**config.mk**
```make
export PLATFORM = sky130hd
export DESIGN_NAME = llrb_ctrl
export DESIGN_NICKNAME = d
export VERILOG_FILES = /design/src/rtl/llrb_pkg.sv /design/src/rtl/llrb_ctrl.sv
export SDC_FILE = /design/constraint.sdc
export NUM_CORES = 1
export LEC_CHECK = 0
export BUFFER_PORTS_ARGS = -buffer_cell sky130_fd_sc_hd__buf_2
export CORE_AREA = 2 2 39 41
export CTS_CLUSTER_DIAMETER = 40
export CTS_CLUSTER_SIZE = 14
export DETAILED_ROUTE_END_ITERATION = 16
export DIE_AREA = 0 0 41 43
export PLACE_DENSITY = 0.61
export SYNTH_ARGS = -nofsm -noshare
export SYNTH_HDL_FRONTEND = slang
export SYNTH_SLANG_ARGS = --single-unit
export TNS_END_PERCENT = 5
```
**constraint.sdc**
```tcl
create_clock -name clk_i -period 1.45 [get_ports clk_i]
set_input_delay 0.0725 -clock clk_i [delete_from_list [all_inputs] [get_ports clk_i]]
set_output_delay 0.0725 -clock clk_i [all_outputs]
set_load 0.01 [all_outputs]
```
**src/rtl/llrb_pkg.sv**
```systemverilog
`default_nettype none
package llrb_pkg;

  localparam int SLOTS_DEF      = 64;
  localparam int LINE_CHARS_DEF = 32;
  localparam int CPUS_DEF       = 8;

  localparam int          LEN_W      = 7;
  localparam int          NLEVELS    = 5;
  localparam logic [2:0]  LEVEL_INFO = 3'd3;
  localparam logic [7:0]  CH_NEWLINE = 8'd10;
  localparam logic [7:0]  CH_RETURN  = 8'd13;
  localparam logic [47:0] SEQ_MAX    = 48'hFFFF_FFFF_FFFF;
  localparam logic [31:0] DROP_MAX   = 32'hFFFF_FFFF;

  typedef enum logic [1:0] {
    OP_PUT   = 2'd0,
    OP_FLUSH = 2'd1,
    OP_READ  = 2'd2,
    OP_STAT  = 2'd3
  } op_e;

  typedef enum logic [3:0] {
    SEL_RECORDS     = 4'd0,
    SEL_OVERWRITTEN = 4'd1,
    SEL_TRUNC_LINES = 4'd2,
    SEL_TRUNC_CHARS = 4'd3,
    SEL_LEVEL0      = 4'd4,
    SEL_LEVEL1      = 4'd5,
    SEL_LEVEL2      = 4'd6,
    SEL_LEVEL3      = 4'd7,
    SEL_LEVEL4      = 4'd8,
    SEL_NEXT_SEQ    = 4'd9,
    SEL_FIRST_SEQ   = 4'd10
  } sel_e;

  typedef enum logic [3:0] {
    ST_IDLE,
    ST_LUPD,
    ST_COPY,
    ST_COMMIT,
    ST_RCHK,
    ST_RSLOT,
    ST_RMREAD,
    ST_RMETA,
    ST_ROUT,
    ST_RWAIT,
    ST_STAT,
    ST_SOUT
  } state_e;

  typedef struct packed {
    logic [LEN_W-1:0] len;
    logic [31:0]      dropped;
    logic [2:0]       level;
  } line_meta_t;

  typedef struct packed {
    logic [31:0]      ms;
    logic [31:0]      dropped;
    logic [LEN_W-1:0] len;
    logic [2:0]       level;
    logic [2:0]       cpu;
  } slot_meta_t;

  typedef struct packed {
    logic load;
    logic lupd;
    logic copy;
    logic commit;
    logic rchk;
    logic rslot;
    logic meta_rd;
    logic text_rd;
    logic k_inc;
    logic stat;
    logic show_rec;
  } cmd_t;

  typedef struct packed {
    logic commit;
    logic copy_done;
    logic found;
    logic last;
  } sts_t;

endpackage
`default_nettype wire

```
**src/rtl/llrb_ctrl.sv**
```systemverilog
`default_nettype none
module llrb_ctrl (
  input  wire               clk_i,
  input  wire               rst_ni,
  input  wire               in_valid_i,
  output logic              in_stall_o,
  input  wire  [1:0]        operation_i,
  output logic              out_valid_o,
  input  wire               out_stall_i,
  input  llrb_pkg::sts_t    sts_i,
  output llrb_pkg::cmd_t    cmd_o
);

  llrb_pkg::state_e state_q, state_d;
  logic in_acc;

  assign in_acc = in_valid_i && (state_q == llrb_pkg::ST_IDLE);

  always_ff @(posedge clk_i or negedge rst_ni) begin
    if (!rst_ni) begin
      state_q <= llrb_pkg::ST_IDLE;
    end else begin
      state_q <= state_d;
    end
  end

  always_comb begin
    state_d = state_q;
    unique case (state_q)
      llrb_pkg::ST_IDLE: begin
        if (in_acc) begin
          unique case (llrb_pkg::op_e'(operation_i))
            llrb_pkg::OP_PUT, llrb_pkg::OP_FLUSH: state_d = llrb_pkg::ST_LUPD;
            llrb_pkg::OP_READ:                    state_d = llrb_pkg::ST_RCHK;
            default:                              state_d = llrb_pkg::ST_STAT;
          endcase
        end
      end
      llrb_pkg::ST_LUPD:   state_d = sts_i.commit ? llrb_pkg::ST_COPY : llrb_pkg::ST_IDLE;
      llrb_pkg::ST_COPY:   state_d = sts_i.copy_done ? llrb_pkg::ST_COMMIT : llrb_pkg::ST_COPY;
      llrb_pkg::ST_COMMIT: state_d = llrb_pkg::ST_IDLE;
      llrb_pkg::ST_RCHK:   state_d = llrb_pkg::ST_RSLOT;
      llrb_pkg::ST_RSLOT:  state_d = sts_i.found ? llrb_pkg::ST_RMREAD : llrb_pkg::ST_SOUT;
      llrb_pkg::ST_RMREAD: state_d = llrb_pkg::ST_RMETA;
      llrb_pkg::ST_RMETA:  state_d = llrb_pkg::ST_ROUT;
      llrb_pkg::ST_ROUT: begin
        if (!out_stall_i) begin
          state_d = sts_i.last ? llrb_pkg::ST_IDLE : llrb_pkg::ST_RWAIT;
        end
      end
      llrb_pkg::ST_RWAIT:  state_d = llrb_pkg::ST_ROUT;
      llrb_pkg::ST_STAT:   state_d = llrb_pkg::ST_SOUT;
      llrb_pkg::ST_SOUT: begin
        if (!out_stall_i) begin
          state_d = llrb_pkg::ST_IDLE;
        end
      end
      default: state_d = llrb_pkg::ST_IDLE;
    endcase
  end

  always_comb begin
    cmd_o          = '0;
    cmd_o.load     = in_acc;
    cmd_o.lupd     = (state_q == llrb_pkg::ST_LUPD);
    cmd_o.copy     = (state_q == llrb_pkg::ST_COPY);
    cmd_o.commit   = (state_q == llrb_pkg::ST_COMMIT);
    cmd_o.rchk     = (state_q == llrb_pkg::ST_RCHK);
    cmd_o.rslot    = (state_q == llrb_pkg::ST_RSLOT);
    cmd_o.meta_rd  = (state_q == llrb_pkg::ST_RMREAD);
    cmd_o.text_rd  = (state_q == llrb_pkg::ST_RMETA) || (state_q == llrb_pkg::ST_RWAIT);
    cmd_o.k_inc    = (state_q == llrb_pkg::ST_ROUT) && !out_stall_i && !sts_i.last;
    cmd_o.stat     = (state_q == llrb_pkg::ST_STAT);
    cmd_o.show_rec = (state_q == llrb_pkg::ST_ROUT);
    in_stall_o     = (state_q != llrb_pkg::ST_IDLE);
    out_valid_o    = (state_q == llrb_pkg::ST_ROUT) || (state_q == llrb_pkg::ST_SOUT);
  end

endmodule
`default_nettype wire

```
# After elaboration in Yosys (flattened, before gate mapping)
# Cells that the tools add are included.
# totals
regBits	4
latch_bits	0
mem_bits_rw	0
romBits	0
inputBits	10
word_cells	39
n_memories	0
# classes
add_sub_neg	0
mul	0
div	0
order_cmp	0
n_eq_ne	16
shift	0
muxes	9
bitwise	0
reduce_logical	13
# op_table
cell	count
$pmux W4 S10	1
$mux W4	5
$eq A4 B3 Y1 const B	4
$eq A4 B4 Y1 const B	4
$eq A4 B2 Y1 const B	2
$pmux W4 S2	1
$ne A2 B2 Y1 const B	3
$eq A4 B1 Y1 const B	1
$logic_not A4 Y1	1
$reduce_bool A4 Y1	1
$reduce_or A2 Y1	2
$logic_and A1 B1 Y1	3
$reduce_and A3 Y1	1
$eq A2 B1 Y1 const B	1
$eq A2 B2 Y1 const B	1
$logic_not A1 Y1	2
$logic_not A2 Y1	1
$logic_or A1 B1 Y1	2
$mux W2	1
$mux W1	1

# Depth between registers and ports, before layout
# depth
ltp_word	5
ltp_mapped	5

# Worst setup path before layout
# No wires, ideal clock.
# synth_path
path_type	reg2out
from	register state_q[2]
to	output cmd_o[2] (netlist name)
arrival_ps	1310
required_ps	1378
path_slack_ps	68
stages_incl_launch_ff	4
n_path_buf	0
path_cell_list	dfrtp_1 > nand2b_1 > nor3_1 > nor3b_1
# synth_rtl
item	line	rtl
start: declaration	llrb_ctrl.sv:14	llrb_pkg::state_e state_q, state_d;
start signal: assignment	llrb_ctrl.sv:21	state_q <= llrb_pkg::ST_IDLE;
start signal: assignment	llrb_ctrl.sv:23	state_q <= state_d;
end: declaration	llrb_ctrl.sv:11	output llrb_pkg::cmd_t cmd_o

# Worst setup path after layout
# layout_path
from	register state_q[3]
to	register state_q[0]
# layout_via
elab_chain_len	4
elab_cells_between_ends	18
classes_between	eq/ne (13); mux (1); reduce/logical (4)
# layout_lines
item
parallel branches: the longest is 4 deep, another holds $pmux W4 S10
# Several ways; the timed one is not identified.
# A chain may end at the register's enable or synchronous reset.

==> reports/metrics.yaml <==
grt_max_degree: 10
yosysWarnings: 0
insertedDiodeCount: 0
cts.sinks: 4
routed_wl_mm: 1.503
finalSetupViolations: 0
grt_pass1_vias: 474
crit_required_ns: 1.55
comb_power_share: 0.716
crit_path_top_delay_cell: "dfrtp_2"
p_sw_w: 0.0005971
area_delta_synth_final_pct: 66.38
die_y_um: 43
routabilityCongestion: 0.7315
start_kind: "flip-flop"
dp_hpwl_mm: 1.002
cts_buffers: 3
synth_cell_types: 27
worst_pin_slew_ns: 0.3206
swShare: 0.4546
antenna_found_initial: 0
worstPathMaxFanout: 6
drt_first_pass_iters: 4
via_per_inst: 5.286
intPower_w: 0.0007163
reg_top3: "state_q x4"
regMostFlops: "state_q"
reg2reg_from: "state_q[3]"
grt_pass1_wl_mm: 1.959
min_path_type: "input pin to flip-flop"
ys_top_cells_by_area: "dfrtp_1, nor3_1, nor2_1"
grtUsageMet3: 0.01571
ir_worst_vdd_mv: 0.6096
path_clk_slew_ns: 0.04
slew_viol_final: 0
cts_tree: "yes"
hold_viol_final: 0
htree_num_levels: 1
synth_area_leader_cell: "dfrtp_1"
rsz0062_at_grt: "yes"
grtUsageMet2: 0.2719
grtUsageTotal: 0.1631
worstSetupEndpointType: "flip-flop"
dieArea_mm2: 0.001763
hold-path-endpoint: "state_q[3]"
reg2reg_setup_slack_ns: 0.007
cts_buffer_depth: 2
max_freq_ghz: 0.6929
hold_depth: 3
fin_cells: 112
worstReg2RegEnd: "state_q[0]"
grt-ovfl-total: 0
nets: 108
num_vias: 592
numPortBuffers: 22
clock_latency_ns: 0.24
synth_ff_type: "dfrtp_1"
dpl_cell_area_um2: 576.8
relSlewSlack: 0.7850
core_area_mm2: 0.001384
ios: 23
cp_cell_sequence: "dlymetal6s2s_1, nand4bb_1, o31ai_1, a221oi_1, o21ai_1"
final.min_clock_period_ns: 1.443
die_w_um: 41
powerDensity_mw_per_mm2: 1798
synth_sequential_area_ratio: 0.2279
synthArstFlopShare: 1.000
synth_edf_count: 0
largest_register_ffs: 4
path_class: "flip-flop to flip-flop"
final_cell_area_um2: 730.7
clkPwrFrac: 0.106
arrival_ns: 1.55
synth_area_per_cell_um2: 7.083
start_util: 0.3174
max_stage_delay_ns: 0.45
rows: 14
p_leak_nw: 0.3669
fin_crit_sh: 0.9953
wl_per_cell_um: 13.42
synth_common_cells: "nor2_1, nor3_1, nand2_1"
power_frac_seq: 0.178
clockRootBuffer: "clkbuf_4"
dr.first_iter.drc_count: 10
use_met1: 0.1851
fin_skew_ns: 0.006220
r2r_cells: 5
holdCritStartpoint: "out_stall_i"
drc: 0
syn_inst: 62
drv_cap: 0
syn_area_um2: 439.2
drive_gt1_frac: 0.5104
dp_cells: 100
outcome: "finished clean"
synth_seq_cells: 4
syn_nets: 72
drtAntennaViolNets: 0
top_usage_layer: "met2"
yosysTopAreaCellShare: 0.2279
n_fill_cell: 138
## layer usage
metal  vias up  share of wire
met5         -              0
met4         0          0.027
met3         6          0.055
met2        25           0.52
met1       270           0.40
li1        291              -
## cell type report
class                   count  area, um^2  area share
inverters                   2       7.507     0.01027
flip-flops and latches      4       105.1      0.1438
multi-input cells          51       351.6      0.4812
well taps                  16       20.02     0.02740
repair buffers             36       224.0      0.3065
clock buffers               3       22.52     0.03082
## power groups by stage
stage | logic [W] | clock network (W) | registers [W]
2_1_floorplan | 0.000509 | 0 | 0.000190
3_3_place_gp | 0.000666 | 0 | 0.000244
3_5_place_dp | 0.000671 | 0 | 0.000245
4_1_cts | 0.000706 | 0.000150 | 0.000273
5_1_grt | 0.00102 | 0.000158 | 0.000235
6_report | 0.000940 | 0.000139 | 0.000234
## worst max path at each step
stage | to | startpoint | slack [ns]
3_5_place_dp | state_q[1] | state_q[1] | -0.03
4_1_cts | cmd_o[8] | state_q[0] | -0.006
2_1_floorplan | cmd_o[2] | state_q[2] | 0.07
5_1_grt | state_q[0] | state_q[3] | -0.05
6_report | state_q[0] | state_q[3] | 0.007
3_3_place_gp | state_q[1] | state_q[1] | 0.005
## critical path: cells and delay by family, from the launching register on
kind,cells,cell delay (ns)
buffers and inverters,1,0.22
DFF,1,0.45
and+or+nand+nor,1,0.18
AOI/OAI and AO/OA,3,0.46
## kinds of logic after synthesis
family,share of synthesized area
DFF,0.2279
buffers and inverters,0.08546
muxes,0.02279
and+or+nand+nor,0.4501
AOI/OAI and AO/OA,0.2137
## stage by stage
stage	util	total power [W]	hold slack (ns)	setup WS [ns]	setup TNS, ns
floorplan	-	0.0006989	-0.2231	0.06773	0
global placement	0.4168	0.0009098	-0.1157	0.005262	0
detailed placement	0.4168	0.0009155	-0.1153	-0.02557	-0.02578
CTS	0.4647	0.001129	0.1079	-0.006461	-0.006461
global route	0.5280	0.001409	0.1730	-0.04734	-0.1050
finish	0.5280	0.001313	0.1449	0.006787	0
## layout by cell type, fill, tap and decap left out, types with 2 or more instances in the layout
cell type | synthesis | layout
nor2b_1 | 2 | 2
nor3_1 | 9 | 8
nand2_1 | 5 | 5
dfrtp_2 | 0 | 4
nand2b_4 | 0 | 3
inv_1 | 2 | 2
buf_4 | 2 | 10
nor2_1 | 9 | 9
a21oi_1 | 2 | 2
clkbuf_4 | 0 | 3
and2_1 | 2 | 2
buf_2 | 3 | 22
o21ai_1 | 2 | 2
o31ai_1 | 2 | 2
## timing repair
item,in CTS,in global routing
hold endpoints to repair,4,0
resized for setup,10,4
endpoints found under the setup margin,8,6
pin swaps,1,0
hold buffers,1,0
setup buffers,0,8
(Power assumes the default switching activity.)
